[src/rtl/stbs_pkg.sv]
// Shared widths, defaults and controller/datapath interface types for the sorted-table search.
`timescale 1ns / 1ps

package stbs_pkg;

	localparam int DEFAULT_TABLE_DEPTH = 1024;
	localparam int POS_W   = 10;
	localparam int COUNT_W = 11;
	localparam int VALUE_W = 32;

	// controller -> datapath
	typedef struct packed {
		logic write;       // store a load beat into the table
		logic init;        // open the window [0, count) and issue the first read
		logic step;        // narrow the window from the current compare
		logic finish;      // capture a result
		logic report_hit;  // result is a match at the current probe
	} cmd_t;

	// datapath -> controller
	typedef struct packed {
		logic hit;        // probed entry equals the key
		logic exhausted;  // next window is empty
		logic empty;      // live count is zero
	} status_t;

endpackage

[src/rtl/stbs_ctrl.sv]
// Controller state machine for the sorted-table search.
`timescale 1ns / 1ps

module stbs_ctrl (
	input  logic             clk,
	input  logic             arst_n,
	input  logic             start,
	input  logic             kind,
	input  stbs_pkg::status_t st,
	output stbs_pkg::cmd_t    cmd,
	output logic             busy,
	output logic             done
);
	import stbs_pkg::*;

	localparam logic ST_IDLE  = 1'b0;
	localparam logic ST_PROBE = 1'b1;

	logic state_q;
	logic state_d;
	logic done_q;

	always_comb begin
		cmd     = '0;
		state_d = state_q;
		case (state_q)
			ST_IDLE: begin
				if (start) begin
					if (kind) begin
						cmd.init = 1'b1;
						// empty table: answer at once
						if (st.empty) begin
							cmd.finish = 1'b1;
						end else begin
							state_d = ST_PROBE;
						end
					end else begin
						cmd.write = 1'b1;
					end
				end
			end
			ST_PROBE: begin
				cmd.step = 1'b1;
				if (st.hit) begin
					cmd.finish     = 1'b1;
					cmd.report_hit = 1'b1;
					state_d        = ST_IDLE;
				end else if (st.exhausted) begin
					cmd.finish = 1'b1;
					state_d    = ST_IDLE;
				end
			end
			default: begin
				state_d = ST_IDLE;
			end
		endcase
	end

	always_ff @(posedge clk or negedge arst_n) begin
		if (!arst_n) begin
			state_q <= ST_IDLE;
			done_q  <= 1'b0;
		end else begin
			state_q <= state_d;
			done_q  <= cmd.finish;
		end
	end

	assign busy = (state_q == ST_PROBE);
	assign done = done_q;

endmodule

[config.mk]
export PLATFORM = sky130hd
export DESIGN_NAME = stbs_ctrl
export DESIGN_NICKNAME = d
export VERILOG_FILES = /design/src/rtl/stbs_pkg.sv /design/src/rtl/stbs_ctrl.sv
export SDC_FILE = /design/constraint.sdc
export NUM_CORES = 1
export LEC_CHECK = 0
export ABC_AREA = 1
export BUFFER_PORTS_ARGS = -buffer_cell sky130_fd_sc_hd__buf_2
export CAP_MARGIN = 20
export CORE_AREA = 10 10 47 49
export CTS_CLUSTER_DIAMETER = 120
export CTS_CLUSTER_SIZE = 25
export DETAILED_ROUTE_END_ITERATION = 10
export DIE_AREA = 0 0 57 59
export GPL_ROUTABILITY_DRIVEN = 0
export PLACE_DENSITY_LB_ADDON = 0.12
export SYNTH_ARGS = -nofsm -noshare
export SYNTH_HDL_FRONTEND = slang
export SYNTH_SLANG_ARGS = --single-unit
[constraint.sdc]
create_clock -name clk -period 0.8 [get_ports clk]
set_input_delay 0.04 -clock clk [delete_from_list [all_inputs] [get_ports clk]]
set_output_delay 0.04 -clock clk [all_outputs]
set_load 0.05 [all_outputs]
; ---- After elaboration in Yosys (flattened, before gate mapping)
; Index checks and enable logic that the tools add are counted.
[word_totals]
regBits = 2
inputBits = 7
out_inout_bits = 7
[op_classes]
n_mux = 19
n_bitwise = 1
[ops]
columns = cell, n
row1 = $mux W1, 15
row2 = $mux W2, 2
row3 = $pmux W1 S2, 2
row4 = $not A1 Y1, 1

; ---- Logic depth before layout (Yosys ltp)
[depth]
ltp_word = 4
ltp_mapped = 4
mapped_depth_nobuf = 4

; ---- Worst setup path before layout
; Ideal clock, no wire load.
[synth_timing]
kind = register to output
start = register state_q, in the netlist busy
end = output cmd[4] (netlist bit)
arrival_time_ns = 1.844
path_slack_ns = -1.084
path_stages_with_launch = 2
cell_sequence = dfrtp_1 nor3b_1
[synth_rtl]
columns = item, line_no
row1 = "start, declared", stbs_ctrl.sv:19  ; logic state_q;
row2 = "start signal, assigned", stbs_ctrl.sv:64  ; state_q <= state_d;
row3 = "end, declared", stbs_ctrl.sv:10  ; output stbs_pkg::cmd_t cmd,

==> flow_metrics.tcl <==
set metrics [dict create \
    ys_ff_latch 2 \
    finalHoldViolCount 0 \
    hold_depth 3 \
    min_path_type "input pin to register" \
    drive_above_1_share_pct 70.27 \
    antenna_cells 0 \
    grt_use_total_pct 4.028 \
    clock_skew_ns 0.001545 \
    postLayoutCellArea_um2 342.8 \
    utilization_pct 24.46 \
    drc 0 \
    synth_area_leaders "dfrtp_1 (44%), nand2_1 (23%), buf_4 (6.6%)" \
    ctsLongestPathBuffers 2 \
    end_kind "output pin" \
    drv_slew 0 \
    status "complete, but fails checks" \
    htreeDepth 1 \
    total_power_uw 592.3 \
    min-delay-start "st[0]" \
    syn_inst 16 \
    synth.avg_cell_area_um2 7.116 \
    p_per_area_mw_per_mm2 1728 \
    synth_nets 23 \
    busiest_layer "met2" \
    peakVddDrop_uv 512.4 \
    crit_fanout 5 \
    via_per_inst 3.302 \
    overflow 0 \
    syn_area_um2 113.9 \
    stdcell_count 53 \
    clk_pin_slew_worst_paths_ns 0.03 \
    drt_wl_total_um 552 \
    grt_pass1_vias 211 \
    ioPinCount 14 \
    async_flop_share_pct 100.0 \
    yosysWarnings 0 \
    yosysMostFrequentCell "nand2_1" \
    report.final.setup_viol 8 \
    grt_max_degree 6 \
    synth_ff_type "dfrtp_1" \
    core_mm2 0.001401 \
    grt_util_met2_pct 4.651 \
    reg2reg_depth 3 \
    yosysUniqueCellTypes 8 \
    placement_rows 14 \
    die-height_um 59 \
    die_x_um 57 \
    dp.cells 46 \
    worst_ep_required_time_ns 0.76 \
    violations "negative setup slack" \
    rsz0062_at_grt "yes" \
    synth_top_area_share_pct 43.96 \
    ys_seq_area_share_pct 43.96 \
    fmaxAchievable_ghz 0.8521 \
    arrival_ns 1.13 \
    cp-start-kind "register" \
    io_buffers 13 \
    grt_pass1_wl_um 972 \
    wl_per_cell_um 10.42 \
    synth_common_cells "nand2_1 (7), dfrtp_1 (2), inv_1 (2)" \
    initial_core_util_pct 8.125 \
    cts_sinks 2 \
    criticalPathCategory "register to output pin" \
    layout_min_cycle_time_ns 1.174 \
    ant_nets 0 \
    drt_iter0_markers 0 \
    p_leak_uw 0.0001789 \
    vias 175 \
    clk_latency_ns 0.23 \
    slew_headroom_pct 89.54 \
    r2r-start "busy$_DFF_PN0_" \
    synth_edf_count 0 \
    use_met1_pct 3.584 \
    finalCritPeriodShare_pct 146.7 \
    drt_pass1_iterations 1 \
    preCtsSetupSlack_ns -0.2478 \
    cts-buffers-inserted 3 \
    yosys.area.top_type "dfrtp_1" \
    cts-root-buf "clkbuf_4" \
    dieArea_mm2 0.003363 \
    maxCapViolCount 0 \
    syn2layout_area_growth_pct 201.1 \
    layout.nets 45 \
    antenna_found_initial 0 \
    placed_area_um2 236.5 \
    fin_ws_ns -0.3735 \
    crit_path_start "busy$_DFF_PN0_" \
    worst_slew_pin_slew_ns 0.1569 \
    use_met3_pct 4.506 \
    cts_tree "done" \
]
critical path, stage by stage (launching register included):
cell     delay [ns]
dfrtp_4        0.51
nor2_4         0.12
nand2_2        0.07
nand2_4        0.07
buf_8          0.14
report_power, final:
group	switching (µW)	internal, µW	leakage [µW]
combinational	125	90.1	0.000139
sequential	9.45	111	0.0000248
clock	70.8	186	0.0000150
total	205	387	0.000179
placed cells by master (no fill, tap or decap):
cell type and count:
dfrtp_1 1, nand2_2 1, inv_1 2, buf_2 6, nand2_4 1, nand2_1 5
clkbuf_4 3, nor2_4 1, nor3b_4 1, o21ai_2 1, buf_8 2, dlygate4sd3_1 1
clkbuf_1 1, dfrtp_4 1, buf_6 5, nor2_1 1, buf_4 4
logic make-up after synthesis:
family | share of synthesized area [%]
buffers and inverters | 13.19
AOI/OAI and AO/OA | 4.391
DFF | 43.96
and+or+nand+nor | 38.47
path summary, 6_finish.rpt:
path                                   to  slack (ns)
setup reg to reg           busy$_DFF_PN0_       -0.09
setup / recovery                   cmd[1]       -0.37
hold / removal             done$_DFF_PN0_        0.08
max in group asynchronous  busy$_DFF_PN0_        0.56
hold reg to reg            busy$_DFF_PN0_        0.65
min in group asynchronous  busy$_DFF_PN0_        0.13
state kept, by name, summed over array words and instances (netlist names):
| signal | count |
|---|---|
| busy | 1 |
| done | 1 |
timing repair:
action,in CTS,in global routing
cloned,0,0
pin swaps,1,1
buffers inserted,2,0
setup endpoints to repair,9,9
endpoints found under the hold margin,2,0
gates resized for setup,18,0
hold buffers,1,0
through the flow:
stage / hold slack, ns / TNS, ns
2_1_floorplan: -0.2556 / -1.867
3_3_place_gp: -0.1712 / -0.9236
3_5_place_dp: -0.1684 / -0.9505
4_1_cts: 0.06466 / -2.232
5_1_grt: 0.08672 / -2.532
6_report: 0.07682 / -2.140
layer usage:
metal  up-vias  routed length, µm
met5         -                  0
met4         0                  0
met3         0                119
met2        13                249
met1        74                182
li1         88                  -
cell type report:
| cell class | count | area [µm²] |
|---|---|---|
| clock buffers | 4 | 26.28 |
| fillers | 161 | 1059 |
| inverters | 2 | 7.507 |
| multi-input cells | 11 | 78.83 |
| flip-flops and latches | 2 | 53.80 |
| well taps | 16 | 20.02 |
| repair buffers | 18 | 156.4 |
Note: power is estimated with default switching activity, not from simulation.
